--- src/hw/rtl/hgr_pkg.sv ---
// ----------------------------------------------------------------------------
// hgr_pkg: shared constants and types of the hsv gradient color block
// Fixed-point formats, register codes and the structs passed between the
// config registers, the interpolation pipe and the hsv to rgb pipe.
// ----------------------------------------------------------------------------
package hgr_pkg;

  localparam int FRAC_BITS  = 8;
  localparam int UNIT_FRAC  = 8;
  localparam int POS_W      = 12;
  localparam int RANGE_W    = 12;
  localparam int HUE_W      = 9;
  localparam int UNIT_W     = 9;
  localparam int BASE_W     = 9;
  localparam int DIFF_W     = 9;
  localparam int CHAN_W     = 8;
  localparam int CFG_IDX_W  = 3;
  localparam int CFG_DATA_W = 12;
  localparam int NUM_LANES  = 3;
  localparam int SEC_W      = 3;

  localparam int LANE_HUE = 0;
  localparam int LANE_SAT = 1;
  localparam int LANE_VAL = 2;

  // interpolated hue, saturation and value width; 1.0 fits too
  localparam int XW         = DIFF_W + FRAC_BITS;
  localparam int QW         = XW;
  localparam int PROD_W     = POS_W + DIFF_W;
  localparam int NUM_W      = PROD_W + FRAC_BITS;
  localparam int UNIT_SHIFT = UNIT_FRAC + FRAC_BITS;

  localparam int HUE_DEG_MAX = 360;
  localparam int UNIT_ONE    = 256;
  localparam int SECTOR_DEG  = 60;
  localparam int SECTORS     = 6;
  localparam int CHAN_MAX    = 255;

  localparam int SPAN    = SECTOR_DEG << FRAC_BITS;
  localparam int REM_W   = 6 + FRAC_BITS;
  localparam int FW      = UNIT_FRAC + FRAC_BITS;

  // fraction = remainder * 2^8 / 60 as a reciprocal multiply and shift
  localparam int DIV60_SHIFT = REM_W + 6;
  localparam int DIV60_MUL_W = REM_W + 9;
  localparam logic [DIV60_MUL_W-1:0] DIV60_MUL =
    DIV60_MUL_W'(((64'd1 << (REM_W + 14)) + SECTOR_DEG - 1) / SECTOR_DEG);

  localparam logic [XW-1:0]     ONE      = XW'(1) << UNIT_SHIFT;
  localparam logic [XW-1:0]     HUE_TOP  = XW'(HUE_DEG_MAX) << FRAC_BITS;
  localparam logic [HUE_W-1:0]  HUE_MAX  = HUE_W'(HUE_DEG_MAX);
  localparam logic [UNIT_W-1:0] UNIT_MAX = UNIT_W'(UNIT_ONE);

  localparam logic [HUE_W-1:0]   TOP_HUE_RST = 9'd0;
  localparam logic [UNIT_W-1:0]  TOP_SAT_RST = 9'd256;
  localparam logic [UNIT_W-1:0]  TOP_VAL_RST = 9'd256;
  localparam logic [HUE_W-1:0]   BOT_HUE_RST = 9'd245;
  localparam logic [UNIT_W-1:0]  BOT_SAT_RST = 9'd256;
  localparam logic [UNIT_W-1:0]  BOT_VAL_RST = 9'd256;
  localparam logic [RANGE_W-1:0] RANGE_RST   = 12'd300;

  typedef enum logic [CFG_IDX_W-1:0] {
    REG_TOP_HUE = 3'd0,
    REG_TOP_SAT = 3'd1,
    REG_TOP_VAL = 3'd2,
    REG_BOT_HUE = 3'd3,
    REG_BOT_SAT = 3'd4,
    REG_BOT_VAL = 3'd5,
    REG_RANGE   = 3'd6
  } reg_idx_t;

  typedef enum logic [SEC_W-1:0] {
    SEC_RY = 3'd0,
    SEC_YG = 3'd1,
    SEC_GC = 3'd2,
    SEC_CB = 3'd3,
    SEC_BM = 3'd4,
    SEC_MR = 3'd5
  } sector_t;

  typedef struct packed {
    logic              up;
    logic [DIFF_W-1:0] diff;
    logic [BASE_W-1:0] base;
  } lane_cfg_t;

  typedef struct packed {
    lane_cfg_t [NUM_LANES-1:0] lane;
    logic [RANGE_W-1:0]        range;
  } cfg_t;

  typedef struct packed {
    logic          valid;
    logic [XW-1:0] hue;
    logic [XW-1:0] sat;
    logic [XW-1:0] val;
  } hsv_t;

  typedef struct packed {
    logic [CHAN_W-1:0] red;
    logic [CHAN_W-1:0] green;
    logic [CHAN_W-1:0] blue;
  } rgb_t;

  typedef struct packed {
    logic valid;
    rgb_t color;
  } pix_t;

endpackage

--- src/hw/rtl/hgr_lerp.sv ---
// ----------------------------------------------------------------------------
// hgr_lerp: gradient interpolation pipe
// Limits the position, scales each lane's step by it and divides by the
// range one quotient bit per stage, then adds or subtracts from the start.
// ----------------------------------------------------------------------------
module hgr_lerp (
  input  logic                      clk,
  input  logic                      rst,
  input  logic                      en,
  input  hgr_pkg::cfg_t             cfg,
  input  logic                      in_valid,
  input  logic [hgr_pkg::POS_W-1:0] in_pos,
  output hgr_pkg::hsv_t             hsv
);
  import hgr_pkg::*;

  localparam int RW = NUM_W - QW;

  logic              s1_valid;
  logic [POS_W-1:0]  s1_pos;
  logic [QW:0]       d_valid;
  logic [RW-1:0]     d_rem [QW+1][NUM_LANES];
  logic [QW-1:0]     d_low [QW+1][NUM_LANES];
  logic [QW-1:0]     d_quo [QW+1][NUM_LANES];
  logic [PROD_W-1:0] prod [NUM_LANES];
  logic [NUM_W-1:0]  num [NUM_LANES];
  logic [XW-1:0]     x [NUM_LANES];

  // position limit
  always_ff @(posedge clk) begin
    if (rst) begin
      s1_valid <= 1'b0;
    end else if (en) begin
      s1_valid <= in_valid;
    end
  end

  always_ff @(posedge clk) begin
    if (en) begin
      s1_pos <= (in_pos > cfg.range) ? cfg.range : in_pos;
    end
  end

  always_ff @(posedge clk) begin
    if (rst) begin
      d_valid <= '0;
    end else if (en) begin
      d_valid <= {d_valid[QW-1:0], s1_valid};
    end
  end

  for (genvar l = 0; l < NUM_LANES; l++) begin : g_lane
    assign prod[l] = PROD_W'(s1_pos) * PROD_W'(cfg.lane[l].diff);
    assign num[l]  = {prod[l], {FRAC_BITS{1'b0}}};

    // upper numerator bits are already below the range
    always_ff @(posedge clk) begin
      if (en) begin
        d_rem[0][l] <= num[l][NUM_W-1:QW];
        d_low[0][l] <= num[l][QW-1:0];
        d_quo[0][l] <= '0;
      end
    end

    for (genvar k = 1; k <= QW; k++) begin : g_step
      logic [RW:0] trial;
      logic        fits;

      assign trial = {d_rem[k-1][l], d_low[k-1][l][QW-1]};
      assign fits  = trial >= {1'b0, cfg.range};

      always_ff @(posedge clk) begin
        if (en) begin
          d_rem[k][l] <= fits ? RW'(trial - {1'b0, cfg.range}) : trial[RW-1:0];
          d_low[k][l] <= {d_low[k-1][l][QW-2:0], 1'b0};
          d_quo[k][l] <= {d_quo[k-1][l][QW-2:0], fits};
        end
      end
    end

    assign x[l] = cfg.lane[l].up ?
                  {cfg.lane[l].base, {FRAC_BITS{1'b0}}} + d_quo[QW][l] :
                  {cfg.lane[l].base, {FRAC_BITS{1'b0}}} - d_quo[QW][l];
  end

  always_ff @(posedge clk) begin
    if (rst) begin
      hsv.valid <= 1'b0;
    end else if (en) begin
      hsv.valid <= d_valid[QW];
      hsv.hue   <= x[LANE_HUE];
      hsv.sat   <= x[LANE_SAT];
      hsv.val   <= x[LANE_VAL];
    end
  end

endmodule

--- config.mk ---
export PLATFORM = sky130hd
export DESIGN_NAME = hgr_lerp
export DESIGN_NICKNAME = d
export VERILOG_FILES = /design/src/hw/rtl/hgr_pkg.sv /design/src/hw/rtl/hgr_lerp.sv
export SDC_FILE = /design/constraint.sdc
export NUM_CORES = 2
export LEC_CHECK = 0
export ABC_AREA = 1
export BUFFER_PORTS_ARGS = -buffer_cell sky130_fd_sc_hd__buf_2
export CAP_MARGIN = 25
export CORE_MARGIN = 2
export CORE_UTILIZATION = 65
export CTS_CLUSTER_DIAMETER = 120
export CTS_CLUSTER_SIZE = 28
export DETAILED_ROUTE_END_ITERATION = 6
export PLACE_DENSITY = 0.79
export REMOVE_ABC_BUFFERS = 1
export SYNTH_ARGS = -nofsm -noshare
export SYNTH_HDL_FRONTEND = slang
export SYNTH_SLANG_ARGS = --single-unit
export TNS_END_PERCENT = 10
--- constraint.sdc ---
create_clock -name clk -period 7.4 [get_ports clk]
set_clock_uncertainty 0.15 [all_clocks]
set_input_delay 0.74 -clock clk [delete_from_list [all_inputs] [get_ports clk]]
set_output_delay 0.74 -clock clk [all_outputs]
set_load 0.02 [all_outputs]
==> impl_metrics.csv <==
group,metric,value,unit
die,die-area,152000,µm²
logic_synthesis,ys_seq_elements,1289,
die,start_util,0.654,
drt,wl,228000,µm
logic_synthesis,synth.area.top_cells,"edfxtp_1, nand2_1, ha_1",
worst_setup_path,cp_slowest_cell,"edfxtp_1",
cts,cts_resized,0,
power_and_ir_drop,pwr-share-seq,0.320,
finish,layout-area-overhead-vs-synth,4.42,%
sta,fin_crit_sh,0.691,
cts,cts_htree_levels,2,
die,die-width,390,µm
logic_synthesis,syn_area_per_cell,8.10,µm²
drt,routedWlPerCell,16.3,µm
grt,grt_max_degree,182,
finish,multi_input_comb_area,49100,µm²
run_status,violations,"DRC",
sta,period_needed,5110,ps
drt,vias,78100,
logic_synthesis,synthDistinctLibCells,39,
min_path,hp-class,"in -> reg",
sta,relSlewSlack,0.254,
finish,final_area,101000,µm²
power_and_ir_drop,p_sw,19400,µW
worst_setup_path,cp_max_fo,27,
sta,timing.fmax,0.196,GHz
power_and_ir_drop,p_sw_frac,0.471,
drt,top_layer,"met5",
cts,cts_made_buffers,54,
logic_synthesis,yosys.area.top_type_share,0.394,
worst_setup_path,rr_startpoint,"s1_pos[5]",
finish,nFillCells,12200,
placed_design,io_buffers,136,
worst_setup_path,cp_num_buf_inv,1,
worst_setup_path,crit_type,"reg -> reg",
drt,via_per_inst,5.58,
placed_design,place_congestion,0.922,
grt,grt_pass1_wl,372000,µm
sta,rsz0062_at_grt,"no",
worst_setup_path,cp_slowest_stage_delay,1070,ps
cts,cts_setup_buffers,0,
drt,drcViolationCount,4,
worst_setup_path,cp_common_cell,"nand2_1",
finish,regArea,38500,µm²
drt,drt-initial-drc-count,5699,
drt,met2_wirelength,110000,µm
cts,cts_hold_buf,0,
cts,ctsLongestPathBuffers,3,
cts,clkLatencyLatePin,730,ps
sta,holdWs,124,ps
cts,clk_pin_slew_worst_paths,120,ps
worst_setup_path,startpoint,"s1_pos[5]",
grt,grt_pass1_vias,75600,
placed_design,dpl_cell_area,99300,µm²
finish,finalNetCount,13200,
power_and_ir_drop,power.share.clock,0.090,
logic_synthesis,yosysSeqAreaShare,0.398,
sta,finalHoldViolCount,0,
die,rows,141,
cts,cts_root_buffer,"clkbuf_16",
power_and_ir_drop,p_int,21800,µW
run,drv_cap,0,
cts,cts_tree,"yes",
sta,slew_violations,0,
worst_setup_path,crit_path_end_kind,"flop",
grt,antenna_found_initial,11,
worst_setup_path,crit_chain,"nand2_1, fa_1, fa_1, fa_1, fa_1, inv_1, ha_1, nand2_1, o21ai_0, nand2_1, nand2_1, nand2_1, nand3b_1, nand2_1",
grt,grt_overflow,0,
power_and_ir_drop,leakage,0.0508,µW
drt,ant_nets,0,
sta,setup_tns,0,ps
power_and_ir_drop,powerDensity,408,nW/µm²
cts,cts.sinks,1289,
die,die_height,390,µm
sta,setup_viol,0,
drt,wl_met3,12900,µm
drt,drtPass1Iterations,7,
run_status,status,"finished with violations",
worst_setup_path,cp-start-kind,"flop",
finish,drive_above_1_share,0.0356,
worst_setup_path,worstPathRequired,7760,ps
power_and_ir_drop,power_frac_comb,0.590,
die,core_area,148000,µm²
worst_setup_path,arrival,5470,ps
worst_setup_path,path_delay_family,"adder cells",
logic_synthesis,ys_warn_count,0,
logic_synthesis,syn_inst,11900,
logic_synthesis,synth.cell_area,96700,µm²
placed_design,hpwl,170000,µm
grt,grt_util_all_layers,0.299,
logic_synthesis,synth_top_area_cell,"edfxtp_1",
sta,worst-slew-pin-transition,1120,ps
die,ios,137,
min_path,hold_path_startpoint,"in_valid",
drt,wl_met1,97500,µm
power_and_ir_drop,ir_worst_vdd,366,µV
==> worst paths after layout <==
path	end	slack, ps	cells after the start
worst min register to register	d_quo[0][480]	260	0
worst min-delay path	s1_valid	120	3
worst max-delay path	d_rem[0][23]	2290	14
worst max register to register	d_rem[0][23]	2290	14
==> synthesized netlist by cell type (all sizes together) <==
cell type,instances
buf,55
o211ai,2
inv,2205
o21ai,319
nor4,2
clkbuf,82
and2,6
nand3b,96
dfxtp,20
and3,1
a21oi,350
nand3,926
a21o,51
edfxtp,1269
xor2,242
nor3,98
o21a,4
o21bai,6
nor2,737
nand2,3896
or2,2
nand4,445
fa,264
a211oi,4
ha,795
o22ai,2
a31oi,4
xnor2,57
o221ai,1
==> cells by family (layout without fill, tap and decap cells) <==
group,Yosys count,in the layout,synth area share
other cells,0,8,0
xor+xnor,299,299,0.0271
simple gates,6209,6209,0.277
fa+ha+maj,1059,1059,0.157
compound gates,743,743,0.0450
buf+inv,2342,2463,0.0950
flops,1289,1289,0.398
==> power groups by stage <==
| stage | combinational [µW] | sequential [µW] | clock [µW] |
|---|---|---|---|
| detailed placement | 24000 | 13300 | 0 |
| global route | 27900 | 13400 | 4020 |
| finish | 24300 | 13200 | 3720 |
| global placement | 23200 | 13200 | 0 |
| floorplan | 18600 | 12700 | 0 |
| CTS | 24100 | 13100 | 3820 |
==> routing by layer <==
| layer | global-route usage | vias up |
|---|---|---|
| met5 | 0 | - |
| met1 | 0.392 | 36300 |
| met3 | 0.0340 | 462 |
| li1 | - | 38900 |
| met2 | 0.516 | 2440 |
| met4 | 0.105 | 8 |
==> layout by cell type, fill, tap and decap left out, types with 14 or more instances in the layout <==
master        n
a21oi_1     302
o21ai_0     228
nand2_1    3848
buf_2       133
inv_1      2193
edfxtp_1   1269
a21o_1       51
nand4_1     443
dfxtp_1      20
nand3_4      47
buf_4        36
nor3_1       98
clkbuf_16    55
xor2_1      242
nor2_1      736
fa_1        264
a21oi_2      18
o21ai_2      14
clkinv_2     15
xnor2_1      57
ha_1        795
a21oi_4      30
nand3_1     872
o21ai_1      77
nand3b_1     96
nand2_2      48
==> cell type report <==
cell class	instances	share of cell area
Antenna cell	8	0.000198
Clock buffer	63	0.0139
Clock inverter	16	0.00187
Inverter	2205	0.0821
Multi-Input combinational cell	8310	0.486
Sequential cell	1289	0.381
Tap cell	1930	0.0239
Timing Repair Buffer	179	0.0113
==> sequential cells by signal, summed over array words and instances (netlist names) <==
signal,cells
d_rem,612
d_valid,18
s1_pos,12
hsv,52
d_low,135
s1_valid,1
d_quo,459
==> metrics by stage <==
stage	std cells	utilization	power [µW]	setup slack, ps
after floorplan	11800	-	31300	2980
after detailed placement	13900	0.672	37300	2360
after global routing	14000	0.683	45300	2000
after CTS	14000	0.683	41100	2320
after global placement	13900	0.672	36500	2380
final	14000	0.683	41200	2290
==> worst min-delay path, stage by stage <==
cell,delay (ps)
buf_2,90
nand2_1,50
a21oi_1,60
Note: power is estimated with default switching activity, not from simulation.
