===== src/hw/rtl/hgr_pkg.sv =====
// ----------------------------------------------------------------------------
// hgr_pkg: shared constants and types of the hsv gradient color block
// Fixed-point formats, register codes and the structs passed between the
// config registers, the interpolation pipe and the hsv to rgb pipe.
// ----------------------------------------------------------------------------
package hgr_pkg;

  localparam int FRAC_BITS  = 8;
  localparam int UNIT_FRAC  = 8;
  localparam int POS_W      = 12;
  localparam int RANGE_W    = 12;
  localparam int HUE_W      = 9;
  localparam int UNIT_W     = 9;
  localparam int BASE_W     = 9;
  localparam int DIFF_W     = 9;
  localparam int CHAN_W     = 8;
  localparam int CFG_IDX_W  = 3;
  localparam int CFG_DATA_W = 12;
  localparam int NUM_LANES  = 3;
  localparam int SEC_W      = 3;

  localparam int LANE_HUE = 0;
  localparam int LANE_SAT = 1;
  localparam int LANE_VAL = 2;

  // interpolated hue, saturation and value width; 1.0 fits too
  localparam int XW         = DIFF_W + FRAC_BITS;
  localparam int QW         = XW;
  localparam int PROD_W     = POS_W + DIFF_W;
  localparam int NUM_W      = PROD_W + FRAC_BITS;
  localparam int UNIT_SHIFT = UNIT_FRAC + FRAC_BITS;

  localparam int HUE_DEG_MAX = 360;
  localparam int UNIT_ONE    = 256;
  localparam int SECTOR_DEG  = 60;
  localparam int SECTORS     = 6;
  localparam int CHAN_MAX    = 255;

  localparam int SPAN    = SECTOR_DEG << FRAC_BITS;
  localparam int REM_W   = 6 + FRAC_BITS;
  localparam int FW      = UNIT_FRAC + FRAC_BITS;

  // fraction = remainder * 2^8 / 60 as a reciprocal multiply and shift
  localparam int DIV60_SHIFT = REM_W + 6;
  localparam int DIV60_MUL_W = REM_W + 9;
  localparam logic [DIV60_MUL_W-1:0] DIV60_MUL =
    DIV60_MUL_W'(((64'd1 << (REM_W + 14)) + SECTOR_DEG - 1) / SECTOR_DEG);

  localparam logic [XW-1:0]     ONE      = XW'(1) << UNIT_SHIFT;
  localparam logic [XW-1:0]     HUE_TOP  = XW'(HUE_DEG_MAX) << FRAC_BITS;
  localparam logic [HUE_W-1:0]  HUE_MAX  = HUE_W'(HUE_DEG_MAX);
  localparam logic [UNIT_W-1:0] UNIT_MAX = UNIT_W'(UNIT_ONE);

  localparam logic [HUE_W-1:0]   TOP_HUE_RST = 9'd0;
  localparam logic [UNIT_W-1:0]  TOP_SAT_RST = 9'd256;
  localparam logic [UNIT_W-1:0]  TOP_VAL_RST = 9'd256;
  localparam logic [HUE_W-1:0]   BOT_HUE_RST = 9'd245;
  localparam logic [UNIT_W-1:0]  BOT_SAT_RST = 9'd256;
  localparam logic [UNIT_W-1:0]  BOT_VAL_RST = 9'd256;
  localparam logic [RANGE_W-1:0] RANGE_RST   = 12'd300;

  typedef enum logic [CFG_IDX_W-1:0] {
    REG_TOP_HUE = 3'd0,
    REG_TOP_SAT = 3'd1,
    REG_TOP_VAL = 3'd2,
    REG_BOT_HUE = 3'd3,
    REG_BOT_SAT = 3'd4,
    REG_BOT_VAL = 3'd5,
    REG_RANGE   = 3'd6
  } reg_idx_t;

  typedef enum logic [SEC_W-1:0] {
    SEC_RY = 3'd0,
    SEC_YG = 3'd1,
    SEC_GC = 3'd2,
    SEC_CB = 3'd3,
    SEC_BM = 3'd4,
    SEC_MR = 3'd5
  } sector_t;

  typedef struct packed {
    logic              up;
    logic [DIFF_W-1:0] diff;
    logic [BASE_W-1:0] base;
  } lane_cfg_t;

  typedef struct packed {
    lane_cfg_t [NUM_LANES-1:0] lane;
    logic [RANGE_W-1:0]        range;
  } cfg_t;

  typedef struct packed {
    logic          valid;
    logic [XW-1:0] hue;
    logic [XW-1:0] sat;
    logic [XW-1:0] val;
  } hsv_t;

  typedef struct packed {
    logic [CHAN_W-1:0] red;
    logic [CHAN_W-1:0] green;
    logic [CHAN_W-1:0] blue;
  } rgb_t;

  typedef struct packed {
    logic valid;
    rgb_t color;
  } pix_t;

endpackage


===== src/hw/rtl/hgr_hsv2rgb.sv =====
// ----------------------------------------------------------------------------
// hgr_hsv2rgb: hsv to rgb conversion pipe
// Splits hue into sector and remainder, scales the remainder to a fraction
// by a reciprocal multiply, forms p, q and t over two multiply stages and
// scales the selected terms to 8-bit channels.
// ----------------------------------------------------------------------------
module hgr_hsv2rgb (
  input  logic          clk,
  input  logic          rst,
  input  logic          en,
  input  hgr_pkg::hsv_t hsv,
  output hgr_pkg::pix_t pix
);
  import hgr_pkg::*;

  localparam int CW = XW + CHAN_W - UNIT_SHIFT;
  localparam int DW = DIV60_SHIFT + FW;

  sector_t            sec;
  logic [XW-1:0]      base;
  logic [REM_W-1:0]   rem;
  logic [XW-1:0]      sat_c;
  logic [XW-1:0]      val_c;

  logic               a_valid;
  sector_t            a_sec;
  logic [REM_W-1:0]   a_rem;
  logic [XW-1:0]      a_sat;
  logic [XW-1:0]      a_val;

  logic [DW-1:0]      f_full;
  logic               f_valid;
  logic [FW-1:0]      f_quo;
  sector_t            f_sec;
  logic [XW-1:0]      f_sat;
  logic [XW-1:0]      f_val;

  logic [FW+XW-1:0]   fs_full;
  logic [2*XW-1:0]    gs_full;
  logic [2*XW-1:0]    p_full;
  logic               m_valid;
  sector_t            m_sec;
  logic [XW-1:0]      m_fs;
  logic [XW-1:0]      m_gs;
  logic [XW-1:0]      m_p;
  logic [XW-1:0]      m_val;

  logic [2*XW-1:0]    q_full;
  logic [2*XW-1:0]    t_full;
  logic               n_valid;
  sector_t            n_sec;
  logic [XW-1:0]      n_p;
  logic [XW-1:0]      n_q;
  logic [XW-1:0]      n_t;
  logic [XW-1:0]      n_val;

  logic [XW-1:0]      r_sel;
  logic [XW-1:0]      g_sel;
  logic [XW-1:0]      b_sel;

  function automatic logic [CHAN_W-1:0] to_chan(input logic [XW-1:0] xv);
    logic [XW+CHAN_W-1:0] scaled;
    logic [CW-1:0]        c;
    scaled = (XW+CHAN_W)'(xv) * (XW+CHAN_W)'(CHAN_MAX);
    c      = scaled[XW+CHAN_W-1:UNIT_SHIFT];
    return (c > CW'(CHAN_MAX)) ? CHAN_W'(CHAN_MAX) : c[CHAN_W-1:0];
  endfunction

  // sector search over five independent compares
  always_comb begin
    sec  = SEC_RY;
    base = '0;
    for (int k = 1; k < SECTORS; k++) begin
      if (hsv.hue >= XW'(k * SPAN)) begin
        sec  = sector_t'(SEC_W'(k));
        base = XW'(k * SPAN);
      end
    end
    // full circle wraps to red
    if (hsv.hue >= XW'(SECTORS * SPAN)) begin
      sec  = SEC_RY;
      base = hsv.hue;
    end
  end

  assign rem   = REM_W'(hsv.hue - base);
  assign sat_c = (hsv.sat > ONE) ? ONE : hsv.sat;
  assign val_c = (hsv.val > ONE) ? ONE : hsv.val;

  always_ff @(posedge clk) begin
    if (rst) begin
      a_valid <= 1'b0;
    end else if (en) begin
      a_valid <= hsv.valid;
      a_sec   <= sec;
      a_rem   <= rem;
      a_sat   <= sat_c;
      a_val   <= val_c;
    end
  end

  // exact over the whole remainder range
  assign f_full = DW'(a_rem) * DW'(DIV60_MUL);

  always_ff @(posedge clk) begin
    if (rst) begin
      f_valid <= 1'b0;
    end else if (en) begin
      f_valid <= a_valid;
      f_quo   <= f_full[DIV60_SHIFT +: FW];
      f_sec   <= a_sec;
      f_sat   <= a_sat;
      f_val   <= a_val;
    end
  end

  // f*s, (1-f)*s and p
  assign fs_full = (FW+XW)'(f_quo) * (FW+XW)'(f_sat);
  assign gs_full = (2*XW)'(ONE - XW'(f_quo)) * (2*XW)'(f_sat);
  assign p_full  = (2*XW)'(f_val) * (2*XW)'(ONE - f_sat);

  always_ff @(posedge clk) begin
    if (rst) begin
      m_valid <= 1'b0;
    end else if (en) begin
      m_valid <= f_valid;
      m_sec   <= f_sec;
      m_fs    <= XW'(fs_full >> UNIT_SHIFT);
      m_gs    <= XW'(gs_full >> UNIT_SHIFT);
      m_p     <= XW'(p_full >> UNIT_SHIFT);
      m_val   <= f_val;
    end
  end

  // q and t
  assign q_full = (2*XW)'(m_val) * (2*XW)'(ONE - m_fs);
  assign t_full = (2*XW)'(m_val) * (2*XW)'(ONE - m_gs);

  always_ff @(posedge clk) begin
    if (rst) begin
      n_valid <= 1'b0;
    end else if (en) begin
      n_valid <= m_valid;
      n_sec   <= m_sec;
      n_p     <= m_p;
      n_q     <= XW'(q_full >> UNIT_SHIFT);
      n_t     <= XW'(t_full >> UNIT_SHIFT);
      n_val   <= m_val;
    end
  end

  always_comb begin
    case (n_sec)
      SEC_RY: begin
        r_sel = n_val; g_sel = n_t;   b_sel = n_p;
      end
      SEC_YG: begin
        r_sel = n_q;   g_sel = n_val; b_sel = n_p;
      end
      SEC_GC: begin
        r_sel = n_p;   g_sel = n_val; b_sel = n_t;
      end
      SEC_CB: begin
        r_sel = n_p;   g_sel = n_q;   b_sel = n_val;
      end
      SEC_BM: begin
        r_sel = n_t;   g_sel = n_p;   b_sel = n_val;
      end
      default: begin
        r_sel = n_val; g_sel = n_p;   b_sel = n_q;
      end
    endcase
  end

  always_ff @(posedge clk) begin
    if (rst) begin
      pix.valid <= 1'b0;
    end else if (en) begin
      pix.valid       <= n_valid;
      pix.color.red   <= to_chan(r_sel);
      pix.color.green <= to_chan(g_sel);
      pix.color.blue  <= to_chan(b_sel);
    end
  end

endmodule


===== config.mk =====
export PLATFORM = sky130hd
export DESIGN_NAME = hgr_hsv2rgb
export DESIGN_NICKNAME = d
export VERILOG_FILES = /design/src/hw/rtl/hgr_pkg.sv /design/src/hw/rtl/hgr_hsv2rgb.sv
export SDC_FILE = /design/constraint.sdc
export NUM_CORES = 2
export LEC_CHECK = 0
export BUFFER_PORTS_ARGS = -buffer_cell sky130_fd_sc_hd__buf_2
export CAP_MARGIN = 0
export CORE_UTILIZATION = 60
export CTS_BUF_LIST = sky130_fd_sc_hd__clkbuf_8
export CTS_CLUSTER_DIAMETER = 150
export DETAILED_ROUTE_END_ITERATION = 8
export GPL_TIMING_DRIVEN = 0
export PLACE_DENSITY = 0.76
export SLEW_MARGIN = 20
export SYNTH_ARGS = -nofsm -noshare
export SYNTH_HDL_FRONTEND = slang
export SYNTH_SLANG_ARGS = --single-unit

===== constraint.sdc =====
create_clock -name clk -period 23.7 [get_ports clk]
set_clock_uncertainty 0.15 [all_clocks]
set_input_delay 4.74 -clock clk [delete_from_list [all_inputs] [get_ports clk]]
set_output_delay 4.74 -clock clk [all_outputs]
set_load 0.02 [all_outputs]

==> flow_metrics.py <==
metrics = {
    "timing": {
        "slew_violations": 0,
        "rsz0062_at_grt": "no",
        "holdWs_ns": 0.253,
        "fmax_mhz": 98.9,
        "worst_slew_pin_slew_ns": 1.20,
        "tns_ns": 0,
        "setup-violations-final": 0,
        "fin_crit_sh_pct": 42.7,
        "slew_headroom_pct": 19.7,
        "finalHoldViolations": 0,
        "period_minus_slack_ns": 10.11,
    },
    "die": {
        "die_area_um2": 116000,
        "initial_core_util_pct": 60.5,
        "fp.dieW_um": 341,
        "rows": 124,
        "ios": 80,
        "die_h_um": 341,
        "coreArea_um2": 114000,
    },
    "drt": {
        "route.final.wire_length_um": 180000,
        "drtPass1Iterations": 6,
        "wl_per_cell_um": 20.0,
        "drt_iter0_markers": 3998,
        "via_per_inst": 5.62,
        "antenna_left": 0,
        "drc": 0,
        "num_vias": 50700,
    },
    "setup_path": {
        "crit_start": "f_sat[0]",
        "cpPeakStageDelay_ns": 0.96,
        "worstPathArrival_ns": 10.35,
        "path_buf_inv": 9,
        "end_kind": "register",
        "slowest_stage": "xnor2_1",
        "crit_path_max_fanout": 10,
        "critPathKind": "reg -> reg",
        "reg2reg_from": "f_sat[0]",
        "crit_path_start_kind": "register",
        "worstPathRequired_ns": 23.94,
        "crit_family": "adder cells",
    },
    "clock_network": {
        "cts_buffers": 48,
        "clock_latency_ns": 0.69,
        "cts.reportedPaths.clkPinSlew_ns": 0.08,
        "cts_resized": 0,
        "clockBufferDepth": 3,
        "cts_tree": "done",
        "cts_root_buffer": "clkbuf_8",
        "postCtsHoldBufs": 0,
        "cts_sinks": 275,
        "cts_max_level": 2,
        "cts_setup_buffers": 0,
    },
    "run_status": {
        "status": "completed",
    },
    "finish": {
        "top_register": "pix",
        "nFillCells": 9462,
        "fin_nets": 9663,
        "final_area_um2": 72600,
        "drive_gt1_share_pct": 3.48,
        "area_growth_pct": 5.19,
        "largest_reg_flops": 25,
    },
    "worst_hold_path": {
        "hold_path.class": "reg -> reg",
        "hp-start": "a_val[8]",
    },
    "synthesis": {
        "netlist_instances": 7323,
        "synthMuxAreaShare_pct": 0.768,
        "synth-simple-area-share_pct": 14.3,
        "synth_compound_area_share_pct": 5.29,
        "synth_edf_count": 270,
        "syn_area_um2": 69100,
        "yosys.area_share.adder_pct": 53.8,
        "syn-num-nets": 9526,
        "yosys_most_used_dff": "edfxtp_1",
        "yosysSeqAreaShare_pct": 11.9,
        "avgSynthCellArea_um2": 9.43,
        "synth_cell_types": 102,
        "synth_xor_area_share_pct": 2.84,
        "async_flop_share_pct": 0,
        "yosysWarningCount": 0,
        "synth_top_family_by_area": "adder cells",
        "ys_ff_latch": 275,
    },
    "place": {
        "dp_hpwl_um": 152000,
        "port_buffers": 76,
        "place.gp.congestion": 0.992,
        "postPlaceCellArea_um2": 71600,
    },
    "global_routing": {
        "grt_usage_pct": 32.1,
        "first_global_vias": 54100,
        "grt_pass1_wl_um": 290000,
        "antenna_found_initial": 8,
        "gr-total-overflow": 0,
        "grt_max_degree": 30,
    },
    "job": {
        "max-cap-violations": 0,
    },
}
## worst paths after layout
| kind | slack, ns | cells after the start | end |
|---|---|---|---|
| worst min-delay path | 0.25 | 0 | f_val[8] |
| worst min register to register | 0.25 | 0 | f_val[8] |
| worst max-delay path | 13.59 | 31 | m_p[14] |
| worst max register to register | 13.59 | 31 | m_p[14] |
## layer usage
metal  track usage, %  routed length [um]  up-vias  share of wire [%]
met4             14.6                9660        6                5.4
met2             52.5               84200     2212                 47
met5                0                  40        -              0.022
met3             6.53               16400      550                9.1
met1             41.2               69900    25300                 39
li1                 -                   -    22600                  -
## through the flow
stage	instances	setup slack, ns	utilization, %
final	9010	13.59	63.6
after global routing	9009	13.07	63.6
after CTS	9008	13.66	63.6
after detailed placement	8922	13.73	62.7
after global placement	8911	1.02	62.5
after floorplan	7323	5.71	-
## cell usage in the layout, fill, tap and decap left out, drive strengths merged, types with 70 or more instances in the layout
master / n
a21o: 73
a21oi: 139
and2: 516
buf: 123
clkbuf: 326
edfxtp: 270
fa: 1366
ha: 782
inv: 1730
nand2: 958
nor2: 203
o21ai: 116
xnor2: 154
xor2: 70
## logic make-up after synthesis
kind of cell	count (synthesis)
AO/OA/AOI/OAI	545
XOR/XNOR	224
adder cells (fa/ha/maj)	2152
buffers and inverters	2034
flip-flops	275
multiplexers	52
other	1
AND/OR/NAND/NOR	2040
## synth_stat cells (27+ instances only)
master / count / area, um2
a21oi_1: 139 / 696
nor2b_1: 61 / 382
o21ai_0: 108 / 541
nand2b_1: 27 / 169
clkbuf_1: 278 / 1040
xor2_1: 70 / 613
edfxtp_1: 270 / 8110
inv_1: 1718 / 6450
nor4_1: 27 / 169
and3_1: 35 / 219
a21o_1: 73 / 548
a211oi_1: 35 / 263
nand2_1: 958 / 3600
nor3_1: 50 / 250
nor2_1: 202 / 758
xnor2_1: 154 / 1350
or2_2: 33 / 206
and2_1: 513 / 3210
nand3_1: 40 / 200
mux2i_1: 44 / 440
ha_1: 782 / 9780
fa_1: 1366 / 27300
## worst register-to-register path, delay by kind of cell (launching register included)
family	cells	cell delay (ns)
compound gates	5	1.43
xor+xnor	2	1.10
fa+ha+maj	8	3.61
buf+inv	9	1.80
flops	1	0.51
simple gates	7	1.23
## cell type report
type	instances	area [um2]	area share [%]
repair buffers	87	593	0.816
plain buffers	314	1190	1.64
clock inverters	38	330	0.455
inverters	1720	6460	8.89
diodes	2	5.00	0.00689
well taps	1512	1890	2.60
clock buffers	48	661	0.909
flip-flops and latches	275	8210	11.3
multi-input cells	5014	53300	73.4
Power is not shown: default switching activity piles up to over one toggle a cycle in this logic, so the estimate is an artifact.
