### src/hw/rtl/hgr_pkg.sv
// ----------------------------------------------------------------------------
// hgr_pkg: shared constants and types of the hsv gradient color block
// Fixed-point formats, register codes and the structs passed between the
// config registers, the interpolation pipe and the hsv to rgb pipe.
// ----------------------------------------------------------------------------
package hgr_pkg;

  localparam int FRAC_BITS  = 8;
  localparam int UNIT_FRAC  = 8;
  localparam int POS_W      = 12;
  localparam int RANGE_W    = 12;
  localparam int HUE_W      = 9;
  localparam int UNIT_W     = 9;
  localparam int BASE_W     = 9;
  localparam int DIFF_W     = 9;
  localparam int CHAN_W     = 8;
  localparam int CFG_IDX_W  = 3;
  localparam int CFG_DATA_W = 12;
  localparam int NUM_LANES  = 3;
  localparam int SEC_W      = 3;

  localparam int LANE_HUE = 0;
  localparam int LANE_SAT = 1;
  localparam int LANE_VAL = 2;

  // interpolated hue, saturation and value width; 1.0 fits too
  localparam int XW         = DIFF_W + FRAC_BITS;
  localparam int QW         = XW;
  localparam int PROD_W     = POS_W + DIFF_W;
  localparam int NUM_W      = PROD_W + FRAC_BITS;
  localparam int UNIT_SHIFT = UNIT_FRAC + FRAC_BITS;

  localparam int HUE_DEG_MAX = 360;
  localparam int UNIT_ONE    = 256;
  localparam int SECTOR_DEG  = 60;
  localparam int SECTORS     = 6;
  localparam int CHAN_MAX    = 255;

  localparam int SPAN    = SECTOR_DEG << FRAC_BITS;
  localparam int REM_W   = 6 + FRAC_BITS;
  localparam int FW      = UNIT_FRAC + FRAC_BITS;

  // fraction = remainder * 2^8 / 60 as a reciprocal multiply and shift
  localparam int DIV60_SHIFT = REM_W + 6;
  localparam int DIV60_MUL_W = REM_W + 9;
  localparam logic [DIV60_MUL_W-1:0] DIV60_MUL =
    DIV60_MUL_W'(((64'd1 << (REM_W + 14)) + SECTOR_DEG - 1) / SECTOR_DEG);

  localparam logic [XW-1:0]     ONE      = XW'(1) << UNIT_SHIFT;
  localparam logic [XW-1:0]     HUE_TOP  = XW'(HUE_DEG_MAX) << FRAC_BITS;
  localparam logic [HUE_W-1:0]  HUE_MAX  = HUE_W'(HUE_DEG_MAX);
  localparam logic [UNIT_W-1:0] UNIT_MAX = UNIT_W'(UNIT_ONE);

  localparam logic [HUE_W-1:0]   TOP_HUE_RST = 9'd0;
  localparam logic [UNIT_W-1:0]  TOP_SAT_RST = 9'd256;
  localparam logic [UNIT_W-1:0]  TOP_VAL_RST = 9'd256;
  localparam logic [HUE_W-1:0]   BOT_HUE_RST = 9'd245;
  localparam logic [UNIT_W-1:0]  BOT_SAT_RST = 9'd256;
  localparam logic [UNIT_W-1:0]  BOT_VAL_RST = 9'd256;
  localparam logic [RANGE_W-1:0] RANGE_RST   = 12'd300;

  typedef enum logic [CFG_IDX_W-1:0] {
    REG_TOP_HUE = 3'd0,
    REG_TOP_SAT = 3'd1,
    REG_TOP_VAL = 3'd2,
    REG_BOT_HUE = 3'd3,
    REG_BOT_SAT = 3'd4,
    REG_BOT_VAL = 3'd5,
    REG_RANGE   = 3'd6
  } reg_idx_t;

  typedef enum logic [SEC_W-1:0] {
    SEC_RY = 3'd0,
    SEC_YG = 3'd1,
    SEC_GC = 3'd2,
    SEC_CB = 3'd3,
    SEC_BM = 3'd4,
    SEC_MR = 3'd5
  } sector_t;

  typedef struct packed {
    logic              up;
    logic [DIFF_W-1:0] diff;
    logic [BASE_W-1:0] base;
  } lane_cfg_t;

  typedef struct packed {
    lane_cfg_t [NUM_LANES-1:0] lane;
    logic [RANGE_W-1:0]        range;
  } cfg_t;

  typedef struct packed {
    logic          valid;
    logic [XW-1:0] hue;
    logic [XW-1:0] sat;
    logic [XW-1:0] val;
  } hsv_t;

  typedef struct packed {
    logic [CHAN_W-1:0] red;
    logic [CHAN_W-1:0] green;
    logic [CHAN_W-1:0] blue;
  } rgb_t;

  typedef struct packed {
    logic valid;
    rgb_t color;
  } pix_t;

endpackage

### src/hw/rtl/hgr_ifs.sv


interface hgr_cfg_if;
  logic                           valid;
  logic                           ready;
  logic [hgr_pkg::CFG_IDX_W-1:0]  index;
  logic [hgr_pkg::CFG_DATA_W-1:0] data;

  modport source (output valid, output index, output data, input ready);
  modport sink (input valid, input index, input data, output ready);
endinterface

### src/hw/rtl/hgr_cfg_regs.sv
// ----------------------------------------------------------------------------
// hgr_cfg_regs: configuration registers
// Holds the end colors and the range, limited on write, and derives the
// per-lane start value, step magnitude and direction.
// ----------------------------------------------------------------------------
module hgr_cfg_regs (
  input  logic          clk,
  input  logic          rst,
  hgr_cfg_if.sink       wr,
  output hgr_pkg::cfg_t cfg
);
  import hgr_pkg::*;

  logic [HUE_W-1:0]   top_hue;
  logic [UNIT_W-1:0]  top_sat;
  logic [UNIT_W-1:0]  top_val;
  logic [HUE_W-1:0]   bot_hue;
  logic [UNIT_W-1:0]  bot_sat;
  logic [UNIT_W-1:0]  bot_val;
  logic [RANGE_W-1:0] range;
  logic [HUE_W-1:0]   hue_in;
  logic [UNIT_W-1:0]  unit_in;
  logic [RANGE_W-1:0] range_in;

  function automatic lane_cfg_t lane_of(input logic [BASE_W-1:0] top,
                                        input logic [BASE_W-1:0] bot);
    lane_cfg_t l;
    l.up   = bot >= top;
    l.diff = l.up ? DIFF_W'(bot - top) : DIFF_W'(top - bot);
    l.base = top;
    return l;
  endfunction

  assign wr.ready = 1'b1;

  assign hue_in   = (wr.data[HUE_W-1:0] > HUE_MAX) ? HUE_MAX : wr.data[HUE_W-1:0];
  assign unit_in  = (wr.data[UNIT_W-1:0] > UNIT_MAX) ? UNIT_MAX : wr.data[UNIT_W-1:0];
  assign range_in = (wr.data[RANGE_W-1:0] == '0) ? RANGE_W'(1) : wr.data[RANGE_W-1:0];

  always_ff @(posedge clk) begin
    if (rst) begin
      top_hue <= TOP_HUE_RST;
      top_sat <= TOP_SAT_RST;
      top_val <= TOP_VAL_RST;
      bot_hue <= BOT_HUE_RST;
      bot_sat <= BOT_SAT_RST;
      bot_val <= BOT_VAL_RST;
      range   <= RANGE_RST;
    end else if (wr.valid) begin
      unique case (reg_idx_t'(wr.index))
        REG_TOP_HUE: top_hue <= hue_in;
        REG_TOP_SAT: top_sat <= unit_in;
        REG_TOP_VAL: top_val <= unit_in;
        REG_BOT_HUE: bot_hue <= hue_in;
        REG_BOT_SAT: bot_sat <= unit_in;
        REG_BOT_VAL: bot_val <= unit_in;
        REG_RANGE:   range   <= range_in;
        default: ;
      endcase
    end
  end

  always_comb begin
    cfg.lane[LANE_HUE] = lane_of(top_hue, bot_hue);
    cfg.lane[LANE_SAT] = lane_of(top_sat, bot_sat);
    cfg.lane[LANE_VAL] = lane_of(top_val, bot_val);
    cfg.range          = range;
  end

endmodule

### src/flat_wrapper.sv
// flat-port wrapper written by rule: the top's interface ports become plain ports
module hgr_cfg_regs_flat import hgr_pkg::*;
  (clk, rst, cfg, wr_valid, wr_index, wr_data, wr_ready);
  hgr_cfg_if wr_i ();
  input  logic clk;
  input  logic rst;
  output hgr_pkg::cfg_t cfg;
  input wire logic [$bits(wr_i.valid)-1:0] wr_valid;
  input wire logic [$bits(wr_i.index)-1:0] wr_index;
  input wire logic [$bits(wr_i.data)-1:0] wr_data;
  output wire logic [$bits(wr_i.ready)-1:0] wr_ready;
  assign wr_i.valid = wr_valid;
  assign wr_i.index = wr_index;
  assign wr_i.data = wr_data;
  assign wr_ready = wr_i.ready;
  hgr_cfg_regs u_core (.clk(clk), .rst(rst), .wr(wr_i), .cfg(cfg));
endmodule
### config.mk
export PLATFORM = sky130hd
export DESIGN_NAME = hgr_cfg_regs_flat
export DESIGN_NICKNAME = d
export VERILOG_FILES = /design/src/hw/rtl/hgr_pkg.sv /design/src/hw/rtl/hgr_ifs.sv /design/src/hw/rtl/hgr_cfg_regs.sv /design/src/flat_wrapper.sv
export SDC_FILE = /design/constraint.sdc
export NUM_CORES = 1
export LEC_CHECK = 0
export ABC_CLOCK_PERIOD_IN_PS = 3250
export BUFFER_PORTS_ARGS = -buffer_cell sky130_fd_sc_hd__buf_2
export CORE_AREA = 2 2 92 116
export DETAILED_ROUTE_END_ITERATION = 12
export DIE_AREA = 0 0 94 118
export PLACE_DENSITY = 0.8
export SYNTH_ARGS = -nofsm -noshare
export SYNTH_HDL_FRONTEND = slang
export SYNTH_SLANG_ARGS = --single-unit
export TNS_END_PERCENT = 20
### constraint.sdc
create_clock -name clk -period 3.25 [get_ports clk]
set_input_delay 0.1625 -clock clk [delete_from_list [all_inputs] [get_ports clk]]
set_output_delay 0.1625 -clock clk [all_outputs]
set_load 0.1 [all_outputs]
==> results of run 1 <==
-- area by class of cell --
cell class / instances / area (µm²)
Fill cell: 894 / 3847
Multi-Input combinational cell: 478 / 3556
Sequential cell: 66 / 1376
Timing Repair Buffer: 87 / 523.0
Clock buffer: 15 / 290.3
Inverter: 65 / 244.0
Tap cell: 129 / 161.4
Clock inverter: 1 / 5.005
-- Yosys cell counts (all sizes together) (10+ instances only) --
cell type / count / area, µm²
mux2i: 20 / 200.2
o21a: 10 / 75.07
nor2b: 21 / 131.4
dfxtp: 66 / 1321
clkbuf: 20 / 75.07
a21oi: 73 / 372.9
nor2: 38 / 142.6
o21ai: 15 / 75.07
nand3: 13 / 77.58
inv: 65 / 244.0
nand2: 113 / 426.7
ha: 51 / 638.1
-- power by group through the flow --
stage | sequential (mW) | clock, mW | combinational (mW)
2_1_floorplan | 0.921 | 0 | 0.703
3_3_place_gp | 0.852 | 0 | 0.908
3_5_place_dp | 0.853 | 0 | 0.916
4_1_cts | 0.836 | 0.950 | 0.923
5_1_grt | 0.838 | 0.987 | 0.983
6_report | 0.837 | 0.931 | 0.936
-- what timing repair did --
action | in CTS | in global routing
endpoints found under the setup margin | 3 | 16
gates resized for setup | 3 | 13
pin swaps | 0 | 0
-- worst min-delay path: stages --
cell and delay (ns):
buf_2 0.10, nand2_1 0.05, a21oi_1 0.05
-- sequential cells by signal, indices dropped and copies added, names as in the netlist --
name and count:
u_core.bot_sat 9, u_core.bot_hue 9, u_core.bot_val 9, u_core.top_sat 9, u_core.top_val 9, u_core.range 12, u_core.top_hue 9
-- final timing paths --
check             slack [ns]         startpoint           endpoint
setup / recovery        0.12  u_core.top_hue[6]            cfg[25]
hold / removal          0.09         wr_data[9]    u_core.range[9]
hold reg to reg         0.45    u_core.range[9]    u_core.range[9]
setup reg to reg        2.40  u_core.top_sat[8]  u_core.top_sat[8]
-- layer usage --
layer  up-vias  GRT usage (%)  share of wire (%)
met5         -              0                  0
li1       2303              -                  -
met4         0          8.514                2.8
met3        25          4.930                4.8
met1      2173          28.49                 41
met2       111          39.15                 51
-- kinds of logic after synthesis --
logic type,Yosys count,synth area share (%)
other,1,0.07675
AO/OA/AOI/OAI,154,20.61
buffers and inverters,94,7.810
XOR/XNOR,16,2.868
multiplexers,23,4.789
flip-flops,66,27.04
adder cells (fa/ha/maj),57,15.52
AND/OR/NAND/NOR,227,21.28
==> flow_summary.ini, run 1 <==
[setup_path]
startpoint_type = flop
path_class = reg -> out
slowest_stage = ha_1
cp_top_family = simple AND/OR/NAND/NOR gates
crit_arrival_ns = 2.96
worst_r2r_path_depth = 3
cpPeakStageDelay_ns = 0.47
worst-path-buf-inv = 2
worst_ep_required_time_ns = 3.09
crit_fanout = 7
cp_cell_sequence = inv_1 > ha_1 > nand2_1 > nor3_1 > o31ai_4 > nand3_4 > mux2i_1 > xor2_4 > clkbuf_4
cp-end-kind = output pin
critical_path_depth = 9

[final_layout]
antenna_cells = 0
final_cell_mix = nand2_1 (112), buf_2 (72), a21oi_1 (71)
instances_no_fill = 841
mostFrequentLayoutCell = nand2_1
final_net_count = 782
layout-drive-gt1-share_pct = 22.89
final_util_pct = 61.54
syn2layout_area_growth_pct = 25.99
fin_area_um2 = 6156

[logic_synthesis]
ys_seq_area_share_pct = 27.04
avgSynthCellArea_um2 = 7.658
ys.flop_type = dfxtp_1
synth_edf_count = 0
yosys_warnings = 0
ys_seq_elements = 66
synth_cells = 638
synth_cell_type_count = 60
async_reset_ff_share_pct = 0
syn_area_um2 = 4886
syn-num-nets = 713

[clocking]
cts_hold_buf = 0
clk_pin_slew_ns = 0.05
clock_sinks = 66
cts_inserted_buffers = 9
clock_path_buffers = 2
cts_setup_buffers = 0
root_buffer = clkbuf_16
clock_latency_ns = 0.32
cts_max_level = 3
tritoncts = yes

[grt]
grt_pass1_wl_um = 20980
grt_usage_pct = 23.12
grt_max_degree = 67
grt_pass1_vias = 4474
grt_overflow = 0
antenna_found_initial = 0

[min_path]
hp-class = in -> reg
min_path_cells = 3

[placed_design]
place_ws_ns = 0.3664
dp_hpwl_um = 9926
gp_congestion = 0.8775
dp.cells = 825
io_buffers = 86
dpl-instance-area_um2 = 5803

[routing]
first_iter_violations = 274
viasPerCell = 5.484
wl_um = 12580
drc = 0
wl_per_cell_um = 14.96
dr.pass1.iters = 4
num_vias = 4612
postRouteAntennaNets = 0

[power]
p_int_mw = 1.675
vdd_drop_max_mv = 0.3193
swShare_pct = 38.04
total_power_mw = 2.704
p_per_area_nw_per_um2 = 439.3
clkPwrFrac_pct = 34.4
power.leakage_nw = 2.620
switching_power_mw = 1.029
pwr-share-comb_pct = 34.6
p_seq_share_pct = 30.9

[timing]
post-route-period-util_pct = 96.23
rsz0062_at_grt = yes
max_slew_margin_pct = 25.22
finalWorstSetupSlack_ns = 0.1226
hold_violations = 0
layout_min_cycle_time_ns = 3.127
maxSlewViolCount = 0
whs_ns = 0.08582
clock.fmax_ghz = 0.3198
skew_ns = 0
worst_slew_pin_slew_ns = 1.122
setup_tns_ns = 0
setup_viol = 0

[floorplanning]
row_count = 41
core_um2 = 10000
io_pins = 88
initial_utilization_pct = 48.84
die_h_um = 118
die_w_um = 94
die_area_um2 = 11090

[outcome]
status = complete, no violations

[job]
cap_violations = 0
(Power assumes the default switching activity.)
==> run 2: changes to the inputs <==
--- a/config.mk
+++ b/config.mk
@@ -7,10 +7,12 @@
 export LEC_CHECK = 0
 export ABC_CLOCK_PERIOD_IN_PS = 3250
 export BUFFER_PORTS_ARGS = -buffer_cell sky130_fd_sc_hd__buf_2
-export CORE_AREA = 2 2 92 116
+export CORE_AREA = 2 2 118 148
 export DETAILED_ROUTE_END_ITERATION = 12
-export DIE_AREA = 0 0 94 118
-export PLACE_DENSITY = 0.8
+export DIE_AREA = 0 0 120 150
+export PLACE_DENSITY = 0.57
+export SKIP_CTS_REPAIR_TIMING = 1
+export SLEW_MARGIN = 20
 export SYNTH_ARGS = -nofsm -noshare
 export SYNTH_HDL_FRONTEND = slang
 export SYNTH_SLANG_ARGS = --single-unit
==> flow_summary.ini, run 2 (synthesis gave the netlist of run 1 again) <==
[clocking]
clock_path_buffers = 2
clock_sinks = 66
tritoncts = yes
clk_pin_slew_ns = 0.05
cts_inserted_buffers = 9
cts_max_level = 3
clock_latency_ns = 0.33
root_buffer = clkbuf_16

[setup_path]
path_class = reg -> out
timing.rr.start = u_core.top_sat[8]
cp_top_family = simple AND/OR/NAND/NOR gates
crit_fanout = 7
crit_arrival_ns = 2.95
r2r-end = u_core.top_sat[8]
cpPeakStageDelay_ns = 0.44
critical_path_depth = 9
worst_r2r_path_depth = 3
cp-end-kind = output pin
slowest_stage = buf_2
worst_ep_required_time_ns = 3.09
reg2reg_slack_ns = 2.45
worst-path-buf-inv = 2
startpoint_type = flop
cp_cell_sequence = inv_1 > ha_1 > nand2_1 > nor3_1 > o31ai_4 > nand3_4 > mux2_2 > mux2i_4 > buf_2

[floorplanning]
io_pins = 88
row_count = 53
die_w_um = 120
initial_utilization_pct = 29.35
core_um2 = 16640
die_area_um2 = 18000
die_h_um = 150

[final_layout]
multi_input_area_um2 = 3541
largest_register = u_core.range
largest_reg_flops = 12
final_net_count = 786
mostFrequentLayoutCell = nand2_1
register_area_um2 = 1376
nFillCells = 1788
final_util_pct = 37.72
syn2layout_area_growth_pct = 28.50
instances_no_fill = 937
fin_area_um2 = 6279
layout-drive-gt1-share_pct = 23.60
final_cell_mix = nand2_1 (112), buf_2 (73), a21oi_1 (71)

[grt]
grt_pass1_wl_um = 22000
grt_max_degree = 54
antenna_found_initial = 2
grt_usage_pct = 15.34
grt_overflow = 0
grt_pass1_vias = 4217

[power]
pwr-share-comb_pct = 34.7
p_int_mw = 1.640
clkPwrFrac_pct = 34.3
p_per_area_nw_per_um2 = 429.8
swShare_pct = 39.22
switching_power_mw = 1.058
power.leakage_nw = 2.654
vdd_drop_max_mv = 0.1813
p_seq_share_pct = 30.9

[timing]
post-route-period-util_pct = 95.72
maxSlewViolCount = 0
worst_slew_pin_slew_ns = 0.9857
max_slew_margin_pct = 34.28
hold_violations = 0
clock.fmax_ghz = 0.3215
finalWorstSetupSlack_ns = 0.1392
layout_min_cycle_time_ns = 3.111
skew_ns = 0
setup_viol = 0
rsz0062_at_grt = yes

[placed_design]
gp_congestion = 0.8904
place_ws_ns = 0.3265
dp_hpwl_um = 10700
dp.cells = 920
dpl-instance-area_um2 = 5947
io_buffers = 86

[min_path]
min-delay-start = wr_data[11]
holdPathEnd = u_core.range[11]
hp-class = in -> reg
min_path_cells = 3

[routing]
num_vias = 4453
drc = 0
postRouteAntennaNets = 0
wl_per_cell_um = 14.52
viasPerCell = 4.752
wl_um = 13600
dr.pass1.iters = 4
first_iter_violations = 241

[outcome]
status = complete, no violations

[job]
cap_violations = 0
## run 2: how the worst max path moves through the flow
| stage | from | end | slack (ns) |
|---|---|---|---|
| 2_1_floorplan | u_core.top_sat[2] | cfg[42] | -0.05 |
| 3_3_place_gp | u_core.top_sat[2] | cfg[42] | 0.34 |
| 3_5_place_dp | u_core.top_sat[2] | cfg[42] | 0.33 |
| 4_1_cts | u_core.top_sat[2] | cfg[42] | -0.04 |
| 5_1_grt | u_core.top_hue[7] | cfg[23] | -0.01 |
| 6_report | u_core.top_hue[7] | cfg[29] | 0.14 |
## run 2: power by group through the flow
stage | Sequential [mW] | Clock [mW] | Combinational (mW)
floorplan | 0.921 | 0 | 0.703
global placement | 0.852 | 0 | 0.928
detailed placement | 0.852 | 0 | 0.929
CTS | 0.835 | 0.953 | 0.932
global route | 0.837 | 0.984 | 0.989
finish | 0.835 | 0.926 | 0.938
## run 2: area by class of cell
class	count	area share, %
repair buffers	91	8.768
flip-flops and latches	66	21.92
clock buffers	12	4.245
multi-input cells	478	56.40
diodes	1	0.03986
well taps	220	4.384
inverters	65	3.886
clock inverters	4	0.3587
## run 2: stage by stage
stage	power [mW]	hold WS [ns]	TNS, ns
floorplan	1.624	0.2866	-0.1608
detailed placement	1.781	0.4240	0
global placement	1.780	0.4169	0
CTS	2.720	0.07267	-0.07276
global route	2.811	0.09043	-0.02215
finish	2.698	0.08295	0
## run 2: layer usage
layer | global-route usage [%] | part of all wire [%] | vias up | routed length (µm)
li1 | - | - | 2300 | -
met1 | 18.29 | 43 | 2061 | 5915
met2 | 27.90 | 51 | 79 | 7005
met3 | 2.668 | 3.8 | 11 | 519
met4 | 4.588 | 1.1 | 2 | 150
met5 | 0 | 0.096 | - | 13
## run 2: tightest hold or removal path: cells and delay by family
family,cells,cell delay [ns]
compound gates,1,0.05
buf+inv,1,0.10
simple gates,1,0.05
